## src/hdl/dmkc_ram.sv

```systemverilog
`timescale 1ns / 1ps
// ----------------------------------------------------------------------------
// dmkc_ram
// Simple dual-port RAM: one write port, one read port with registered data.
// ----------------------------------------------------------------------------
module dmkc_ram #(
    parameter int WIDTH = 8,
    parameter int DEPTH = 16
) (
    input  logic                     i_clk,
    input  logic                     i_wr_en,
    input  logic [$clog2(DEPTH)-1:0] i_wr_addr,
    input  logic [WIDTH-1:0]         i_wr_data,
    input  logic [$clog2(DEPTH)-1:0] i_rd_addr,
    output logic [WIDTH-1:0]         o_rd_data
);

    logic [WIDTH-1:0] r_mem [DEPTH];
    logic [WIDTH-1:0] r_rd_data;

    always_ff @(posedge i_clk) begin
        if (i_wr_en) begin
            r_mem[i_wr_addr] <= i_wr_data;
        end
        r_rd_data <= r_mem[i_rd_addr];
    end

    assign o_rd_data = r_rd_data;

endmodule

```

## config.mk

```make
export PLATFORM = sky130hd
export DESIGN_NAME = dmkc_ram
export DESIGN_NICKNAME = d
export VERILOG_FILES = /design/src/hdl/dmkc_ram.sv
export SDC_FILE = /design/constraint.sdc
export NUM_CORES = 1
export LEC_CHECK = 0
export ABC_AREA = 1
export BUFFER_PORTS_ARGS = -buffer_cell sky130_fd_sc_hd__buf_2
export CORE_ASPECT_RATIO = 1.1
export CORE_UTILIZATION = 40
export DETAILED_ROUTE_END_ITERATION = 6
export SYNTH_ARGS = -nofsm -noshare
export SYNTH_HDL_FRONTEND = slang
export SYNTH_SLANG_ARGS = --single-unit
export TNS_END_PERCENT = 50
```

## constraint.sdc

```tcl
create_clock -name i_clk -period 3.9 [get_ports i_clk]
set_clock_uncertainty 0.2 [all_clocks]
set_input_delay 0.78 -clock i_clk [delete_from_list [all_inputs] [get_ports i_clk]]
set_output_delay 0.78 -clock i_clk [all_outputs]
set_load 0.01 [all_outputs]
```

## After elaboration in Yosys (flattened, before gate mapping)

Memory sizes are Yosys's and may differ from the RTL's. A register that Yosys moved wholly into a read port is not among the register bits.
Cells that the tools add are included.
Widths: inputs -> output; s select.

| storage, ports and cells | value |
|---|---|
| output and inout bits | 8 |
| input bits | 18 |
| logic and storage cells | 3 |
| memories | 1 |
| memory bits (writable) | 128 |
| bits in registers | 0 |

Memories:

| memory | words | width | rd ports | clocked after Yosys merged registers in | write ports | line | text |
|---|---|---|---|---|---|---|---|
| r_mem | 16 | 8 | 1 | 1 | 1 | 18 | `logic [WIDTH-1:0] r_mem [DEPTH];` |

| operators by class | value |
|---|---|
| mux-type cells | 2 |

Operators with widths:

| cell | number |
|---|---|
| $mux 1 | 2 |

## Longest topological paths before layout

| logic depth | value |
|---|---|
| word-level depth | 2 |
| depth in mapped cells | 8 |
| depth with buffers taken out | 7 |

## Worst setup path before layout

Ideal clock, no wire load.

| path | value |
|---|---|
| kind | input to register |
| from | in i_wr_addr[2] |
| to | mem r_mem[10][0], enable pin |
| data required time | 3.330 ns |
| cell stages on the path | 2 |
| setup time | 0.370 ns |
| data arrival time | 1.361 ns |
| setup slack | 1.969 ns |
| buffers on the path | 0 |
| cell sequence | nand3b_1 > nor2_1 |

RTL lines:

| what | line | text |
|---|---|---|
| start: declaration | 12 | `input logic [$clog2(DEPTH)-1:0] i_wr_addr,` |
| end: declaration | 18 |  |

Straight into the memory's write port.

## Final worst setup path

| path | value |
|---|---|
| from | in i_wr_addr[0] |
| to | mem r_mem[12][2], enable pin |

Straight into the memory's write port.

==> results_dict.tcl <==
set metrics [dict create \
    cts_made_buffers 17 \
    status "finished clean" \
    fmax_ghz 0.4891 \
    timing.final.max_slew_violations 0 \
    ys_ff_latch 136 \
    min_path_type "flip-flop to flip-flop" \
    drive_gt1_share_pct 10.36 \
    r2r-end "o_rd_data[3]" \
    criticalPathCategory "primary input to flip-flop" \
    pwr-share-comb_pct 5.2 \
    num_antenna_cells 0 \
    die_area_um2 14900 \
    fill_cells 1281 \
    avgSynthCellArea_um2 10.47 \
    setup_viol 0 \
    grt_antenna_before_repair 0 \
    critPathCaptureType "flip-flop" \
    gp_congestion 0.7598 \
    cts_resized 0 \
    ys_warn_count 0 \
    grt_pass1_vias 3517 \
    finalCritPeriodShare_pct 52.43 \
    postCtsHoldBufs 0 \
    core_um2 13960 \
    p_int_uw 2818 \
    synth_nets 569 \
    h-tree-depth 4 \
    syn_area_um2 5767 \
    dpl_cell_area_um2 5998 \
    p_seq_share_pct 46.4 \
    max-cap-violations 0 \
    p_switching_uw 720.6 \
    sw_frac_of_total_pct 20.37 \
    grt_usage_pct 17.25 \
    drc 0 \
    cts_tree "done" \
    wirelength_um 11690 \
    ff2ff_path_depth 6 \
    reg2reg_from "r_mem[7][3]" \
    ctsRootBufferMaster "clkbuf_16" \
    cts.sinks 136 \
    maxSlewHeadroom_pct 33.86 \
    power.density_nw_per_um2 533.3 \
    rsz0062_at_grt "no" \
    clkSlewWorstSetupHoldPaths_ns 0.06 \
    first_pass_iters 5 \
    grt_max_degree 65 \
    grt.overflow.total 0 \
    clk-insertion-delay-late_ns 0.42 \
    drtIter0Drc 278 \
    grt_first_pass_wirelength_um 18340 \
    synth_cells 551 \
    syn_to_final_growth_pct 15.04 \
    nNetsFinal 594 \
    p_leak_uw 0.002848 \
    io_buffer_count 25 \
    core.rowCount 45 \
    arrival_ns 1.87 \
    die_y_um 127.9 \
    hold_viol_final 0 \
    fin_crit_ns 2.045 \
    worstPathMaxFanout 8 \
    rrSetupSlack_ns 2.71 \
    design_area_um2 6634 \
    ys_types 12 \
    holdPathEnd "o_rd_data[6]" \
    via_count 3626 \
    cts_setup_buffers 0 \
    power_frac_clock_pct 48.3 \
    tns_ns 0 \
    critPathLaunchType "primary input" \
    ioPinCount 26 \
    seq_area_frac_synth_pct 69.43 \
    multi_input_area_um2 1214 \
    tightest_slew_ns 0.9884 \
    clockBufferDepth 2 \
    cp_data_required_time_ns 3.73 \
    vdd_drop_max_v 0.0002949 \
    start_util_pct 41.30 \
    dp_hpwl_um 7144 \
    min_path_cells 6 \
    die_w_um 116.5 \
    min_from "r_mem[10][6]" \
    routedWlPerCell_um 15.05 \
    regArea_um2 4004 \
    ant_nets 0 \
    vias_per_cell 4.667 \
]
-- kinds of logic (layout without fill, tap and decap cells) --
kind of cell           count (synthesis)  in the layout  share of synthesized area (%)
flip-flops                           136            136                          69.43
buffers and inverters                126            164                          9.525
AND/OR/NAND/NOR                      289            289                          21.05
-- Yosys cell counts --
cell type	count	area share, %
nor2_1	17	1.1
nand3_1	97	8.4
inv_1	100	6.5
buf_2	13	1.1
nand3b_1	2	0.26
buf_6	6	1.2
edfxtp_1	128	67
inv_2	2	0.13
dfxtp_1	8	2.8
buf_1	1	0.065
buf_4	4	0.52
nand2_1	173	11
-- routing by layer --
| metal | vias to the layer above | global-route usage, % | part of all wire, % | wire length, µm |
|---|---|---|---|---|
| li1 | 1823 | - | - | - |
| met1 | 1701 | 22.59 | 46 | 5373 |
| met2 | 88 | 27.64 | 49 | 5709 |
| met3 | 14 | 3.972 | 4.0 | 463 |
| met4 | 0 | 6.863 | 1.2 | 144 |
| met5 | - | 0 | 0 | 0 |
-- per-stage QoR --
stage | hold WS, ns | cells | power, µW | utilization, % | worst slack, ns
CTS | 0.4619 | 777 | 3564 | 47.51 | 1.793
global placement | 0.4473 | 745 | 1859 | 42.96 | 1.364
floorplan | 0.4074 | 551 | 1792 | - | 1.969
global route | 0.5189 | 777 | 3642 | 47.51 | 1.699
finish | 0.4590 | 777 | 3538 | 47.51 | 1.855
detailed placement | 0.4443 | 745 | 1860 | 42.96 | 1.353
-- worst max-delay path by stage --
stage	from	end	slack, ns	depth (start not counted)
2_1_floorplan	i_wr_addr[2]	r_mem[10][0]	1.97	2
3_3_place_gp	i_wr_addr[0]	r_mem[12][5]	1.36	4
3_5_place_dp	i_wr_en	r_mem[12][5]	1.35	3
4_1_cts	i_wr_en	r_mem[12][0]	1.79	3
5_1_grt	i_wr_addr[0]	r_mem[12][4]	1.70	4
6_report	i_wr_addr[0]	r_mem[12][2]	1.86	4
-- cell type report --
type,instances,share of cell area [%]
clock buffer,19,6.526
clock inverter,13,3.055
sequential,136,60.35
timing repair buffer,30,2.452
multi-input combinational,289,18.29
tap,188,3.546
inverter,102,5.771
-- layout by cell type (no fill, tap or decap) --
| cell | n |
|---|---|
| bufinv_16 | 5 |
| buf_2 | 25 |
| clkinv_4 | 3 |
| nand3_1 | 97 |
| buf_4 | 5 |
| clkbuf_16 | 17 |
| dfxtp_1 | 8 |
| clkinv_1 | 1 |
| clkbuf_1 | 2 |
| clkinv_2 | 3 |
| nand3b_1 | 2 |
| inv_1 | 100 |
| edfxtp_1 | 128 |
| nor2_1 | 17 |
| clkinvlp_4 | 1 |
| inv_2 | 2 |
| nand2_1 | 173 |
-- power groups by stage --
stage | logic, µW | clock network (µW) | registers, µW
floorplan | 115 | 0 | 1680
global placement | 186 | 0 | 1670
finish | 186 | 1710 | 1640
CTS | 188 | 1730 | 1640
global route | 212 | 1780 | 1650
detailed placement | 187 | 0 | 1670
-- state kept, by name (all words and copies together) (netlist names) --
name	count
o_rd_data	8
r_mem	128
-- critical path, cell delays in order --
cell	delay (ns)
buf_2	0.11
inv_1	0.07
nand2_1	0.13
nor2_1	0.79
Note: power is estimated with default switching activity, not from simulation.
