**config.mk**
```make
export PLATFORM = sky130hd
export DESIGN_NAME = dmkc_slot_div
export DESIGN_NICKNAME = d
export VERILOG_FILES = /design/src/hdl/dmkc_pkg.sv /design/src/hdl/dmkc_slot_div.sv
export SDC_FILE = /design/constraint.sdc
export NUM_CORES = 1
export LEC_CHECK = 0
export ABC_AREA = 1
export BUFFER_PORTS_ARGS = -buffer_cell sky130_fd_sc_hd__buf_2
export CAP_MARGIN = 25
export CORE_AREA = 2 2 39 41
export DETAILED_ROUTE_END_ITERATION = 16
export DIE_AREA = 0 0 41 43
export GPL_TIMING_DRIVEN = 0
export HOLD_SLACK_MARGIN = 0.06
export PLACE_DENSITY = 0.63
export SYNTH_ARGS = -nofsm -noshare
export SYNTH_HDL_FRONTEND = slang
export SYNTH_SLANG_ARGS = --single-unit
```
**constraint.sdc**
```tcl
create_clock -name i_clk -period 0.8 [get_ports i_clk]
set_input_delay 0.04 -clock i_clk [delete_from_list [all_inputs] [get_ports i_clk]]
set_output_delay 0.04 -clock i_clk [all_outputs]
set_load 0.1 [all_outputs]
```
**src/hdl/dmkc_pkg.sv**
```systemverilog
`timescale 1ns / 1ps
// ----------------------------------------------------------------------------
// dmkc_pkg
// Shared types and constants of the direct-mapped key cache.
// ----------------------------------------------------------------------------
package dmkc_pkg;

    localparam int KEY_W     = 64;
    localparam int COUNT_W   = 11;
    localparam int VAL_W     = 32;  // bits of the key that select the slot

    typedef enum logic [1:0] {
        MODE_LOOKUP = 2'd0,
        MODE_INSERT = 2'd1,
        MODE_ERASE  = 2'd2
    } t_mode;

    typedef enum logic [1:0] {
        ST_CLEAR,
        ST_IDLE,
        ST_DIV,
        ST_EXEC
    } t_state;

    typedef struct packed {
        logic [KEY_W-1:0] word3;
        logic [KEY_W-1:0] word2;
        logic [KEY_W-1:0] word1;
        logic [KEY_W-1:0] word0;
    } t_key;

    typedef struct packed {
        logic valid;
        t_key key;
    } t_entry;

endpackage

```
**src/hdl/dmkc_slot_div.sv**
```systemverilog
`timescale 1ns / 1ps
// ----------------------------------------------------------------------------
// dmkc_slot_div
// Slot index unit: low key bits modulo SLOTS. A mask for a power of two,
// otherwise a reciprocal multiply, then one correcting subtract, each registered.
// ----------------------------------------------------------------------------
module dmkc_slot_div #(
    parameter int SLOTS = 1024
) (
    input  logic                                  i_clk,
    input  logic                                  i_rst_n,
    input  logic                                  i_start,
    input  logic [dmkc_pkg::VAL_W-1:0]            i_value,
    output logic                                  o_done,
    output logic [$clog2(SLOTS)-1:0]              o_slot
);
    import dmkc_pkg::*;

    localparam int IDX_W   = $clog2(SLOTS);
    localparam bit IS_POW2 = (SLOTS & (SLOTS - 1)) == 0;

    generate
        if (IS_POW2) begin : g_mask
            logic             r_done;
            logic [IDX_W-1:0] r_slot;

            always_ff @(posedge i_clk) begin
                if (!i_rst_n) begin
                    r_done <= 1'b0;
                end else begin
                    r_done <= i_start;
                end
            end

            always_ff @(posedge i_clk) begin
                if (i_start) begin
                    r_slot <= i_value[IDX_W-1:0];
                end
            end

            assign o_done = r_done;
            assign o_slot = r_slot;
        end else begin : g_recip
            localparam int               PW       = IDX_W + 1;
            localparam logic [PW-1:0]    SLOTS_PW = PW'(SLOTS);
            // floor(2^32 / SLOTS): the quotient estimate is low by at most one
            localparam logic [VAL_W-1:0] RECIP    =
                VAL_W'((64'd1 << VAL_W) / 64'(SLOTS));

            logic               r_stage;
            logic               r_done;
            logic [PW-1:0]      r_val;
            logic [PW-1:0]      r_quot;
            logic [IDX_W-1:0]   r_slot;
            logic [2*VAL_W-1:0] product;
            logic [PW-1:0]      rem_est;
            logic [PW-1:0]      n_rem;

            // the remainder estimate lies below 2 * SLOTS, so PW low bits hold it
            always_comb begin
                product = (2*VAL_W)'(i_value) * (2*VAL_W)'(RECIP);
                rem_est = r_val - PW'(r_quot * SLOTS_PW);
                n_rem   = (rem_est >= SLOTS_PW) ? (rem_est - SLOTS_PW) : rem_est;
            end

            always_ff @(posedge i_clk) begin
                if (!i_rst_n) begin
                    r_stage <= 1'b0;
                    r_done  <= 1'b0;
                end else begin
                    r_stage <= i_start;
                    r_done  <= r_stage;
                end
            end

            always_ff @(posedge i_clk) begin
                if (i_start) begin
                    r_val  <= i_value[PW-1:0];
                    r_quot <= product[VAL_W +: PW];
                end
                if (r_stage) begin
                    r_slot <= n_rem[IDX_W-1:0];
                end
            end

            assign o_done = r_done;
            assign o_slot = r_slot;
        end
    endgenerate

endmodule
```
Yosys cells after proc, flatten, opt, wreduce, memory -nomap -nowiden --
Cells that the tools add are included.
Storage, ports and cells: bits in registers 11, input bits 35, output and inout bits 11

Logic depth before layout (Yosys ltp) --
depth after elaboration 0, mapped depth 2

Worst setup path after synthesis --
No wires, ideal clock.
path kind register to output, from register g_mask.r_done (netlist: o_done), to output port o_done, arrival 0.909 ns, setup slack -0.149 ns, cell stages (with the launch flop) 1, buffers on the path 0, cell sequence dfxtp_1
RTL lines:
- start, declared | line dmkc_slot_div.sv:24 | logic r_done;
- start signal, assigned | line dmkc_slot_div.sv:31 | r_done <= i_start;
- end, declared | line dmkc_slot_div.sv:14 | output logic o_done,
No word-level cell between the ends.

Final worst setup path --
from register g_mask.r_slot[1] (netlist: o_slot[1]), to output port o_slot[1]
RTL lines:
- start, declared | line dmkc_slot_div.sv:25 | logic [IDX_W-1:0] r_slot;
- start signal, assigned | line dmkc_slot_div.sv:37 | r_slot <= i_value[IDX_W-1:0];
- end, declared | line dmkc_slot_div.sv:15 | output logic [$clog2(SLOTS)-1:0] o_slot
No word-level cell between the ends.

==> out/metrics.yaml <==
groute.usage.overall: 0.09602
num_vias: 255
path_cells: "buf_6"
critPathKind: "flip-flop to output port"
fin_area_um2: 678.2
grt_pass1_wl_mm: 1.028
ys_seq_area_frac: 0.9771
syn_area_per_cell_um2: 25.22
min_period_over_period: 1.114
synthMuxAreaShare: 0
dieArea_mm2: 0.001763
drt_pass1_iterations: 1
tritoncts: "yes"
rsz0062_at_grt: "yes"
dpl-instance-area_um2: 464.2
place.gp.congestion: 0.6111
finalPower_w: 0.001553
synthCells: 13
h-tree-depth: 1
hp-class: "primary input to flip-flop"
max_freq_ghz: 1.122
ys_warn_count: 0
clock_path_buffers: 2
nFillCells: 129
grt_max_degree: 12
wl_um: 684
hpwlAfterDp_um: 467.8
power.density_mw_per_mm2: 2289
grt_pass1_vias: 280
cts_root_buffer: "clkbuf_4"
synth_top_area_cell: "edfxtp_1"
yosys.area.top_type_share: 0.9160
synth_top_family_by_area: "buffers and inverters"
p_leak_nw: 0.2939
die_y_um: 43
synth-xor-area-share: 0
crit_fanout: 1
post_drt_wl_per_cell_um: 10.21
synth_cell_types: 4
dr.first_iter.drc_count: 0
setup_ws_ps: -91.13
final_max_slew_viol_count: 0
ys_ff_latch: 11
antenna_found_initial: 0
status: "complete, but fails checks"
path_clk_slew_ps: 70
layout-drive-gt1-share: 0.5294
clock-sinks: 11
finalCriticalPeriod_ps: 891.1
setup_viol: 11
design.portCount: 46
ir_drop_mv: 0.8708
synth_area_leaders: "edfxtp_1, dfxtp_1, inv_1"
critPathLaunchType: "flip-flop"
core_area_mm2: 0.001384
multi_input_area_um2: 3.754
synthSimpleGateAreaFrac: 0.01145
critPathBufInv: 1
critPathRequiredTime_ps: 760
fin_nets: 87
cap_violations: 0
synth-adder-area-share: 0
crit_path_end_kind: "output port"
drc: 0
failed_checks: "negative setup slack"
relSlewSlack: 0.8371
initial_utilization: 0.2369
cp_slowest_cell: "edfxtp_1"
cts_buffers: 3
portBuffers: 23
syn_to_final_growth_pct: 106.9
diodes: 0
seqCellArea_um2: 321.6
critPathMaxStageDelay_ps: 390
vias_per_cell: 3.806
synth_compound_area_frac: 0
netlist_area_um2: 327.8
synth_nets: 48
cp_top_family: "flip-flops"
die_w_um: 41
finalHoldViolCount: 0
fp-row-count: 14
worst_pin_slew_ps: 244.4
ant_nets: 0
overflow: 0
worstPathArrival_ps: 850
[cells in the final DEF, fill, tap and decap left out, drive strengths merged]
cell type,n
dlygate4sd3,11
buf,23
inv,1
edfxtp,10
dfxtp,1
clkbuf,4
nand2,1
[metrics by stage]
step / hold WS [ps] / setup slack, ps / TNS [ps] / std cells / util
floorplan: 133.4 / -144.0 / -1440 / 13 / -
global placement: 217.8 / 28.08 / 0 / 52 / 0.3354
CTS: 102.9 / -103.7 / -969.4 / 67 / 0.4901
detailed placement: 218.1 / 22.73 / 0 / 52 / 0.3354
global route: 116.5 / -138.0 / -1266 / 67 / 0.4901
finish: 109.6 / -91.13 / -821.9 / 67 / 0.4901
[state kept, by name, indices dropped and copies added (netlist names)]
signal and cells:
o_done 1, o_slot 10
[Yosys cell counts]
library cell	instances
dfxtp_1	1
inv_1	1
edfxtp_1	10
nand2_1	1
[per-layer routing]
metal / part of all wire / track usage / vias to the layer above
met2: 0.51 / 0.1469 / 19
met1: 0.37 / 0.07823 / 112
met5: 0 / 0 / -
met3: 0.12 / 0.06283 / 0
li1: - / - / 124
met4: 0 / 0.08000 / 0
[power breakdown]
group | total [W] | internal, W | switching [W]
sequential | 0.000697 | 0.000676 | 0.0000204
combinational | 0.000492 | 0.000140 | 0.000351
clock | 0.000364 | 0.000192 | 0.000171
total | 0.00155 | 0.00101 | 0.000543
[path summary, 6_finish.rpt]
kind | from | to | slack, ps | cells after the start
worst max-delay path | o_slot[1] | o_slot[1] | -90 | 1
worst min-delay path | i_start | o_done | 110 | 3
[cell type report]
cell class                      instances  area share
Clock buffer                            4     0.03875
Multi-Input combinational cell          1    0.005535
Tap cell                               16     0.02952
Sequential cell                        11      0.4742
Timing Repair Buffer                   34      0.4465
Inverter                                1    0.005535
[cell families after synthesis]
| kind of cell | count (synthesis) |
|---|---|
| flip-flops | 11 |
| AND/OR/NAND/NOR | 1 |
| buffers and inverters | 1 |
[what timing repair did]
| action | in CTS | in global routing |
|---|---|---|
| hold buffers | 11 | 0 |
| endpoints found under the hold margin | 11 | 0 |
| endpoints found under the setup margin | 11 | 11 |
| buffers inserted | 0 | 0 |
| gates resized for setup | 24 | 0 |
| gates cloned | 0 | 0 |
Power figures use the tool's default switching activity.
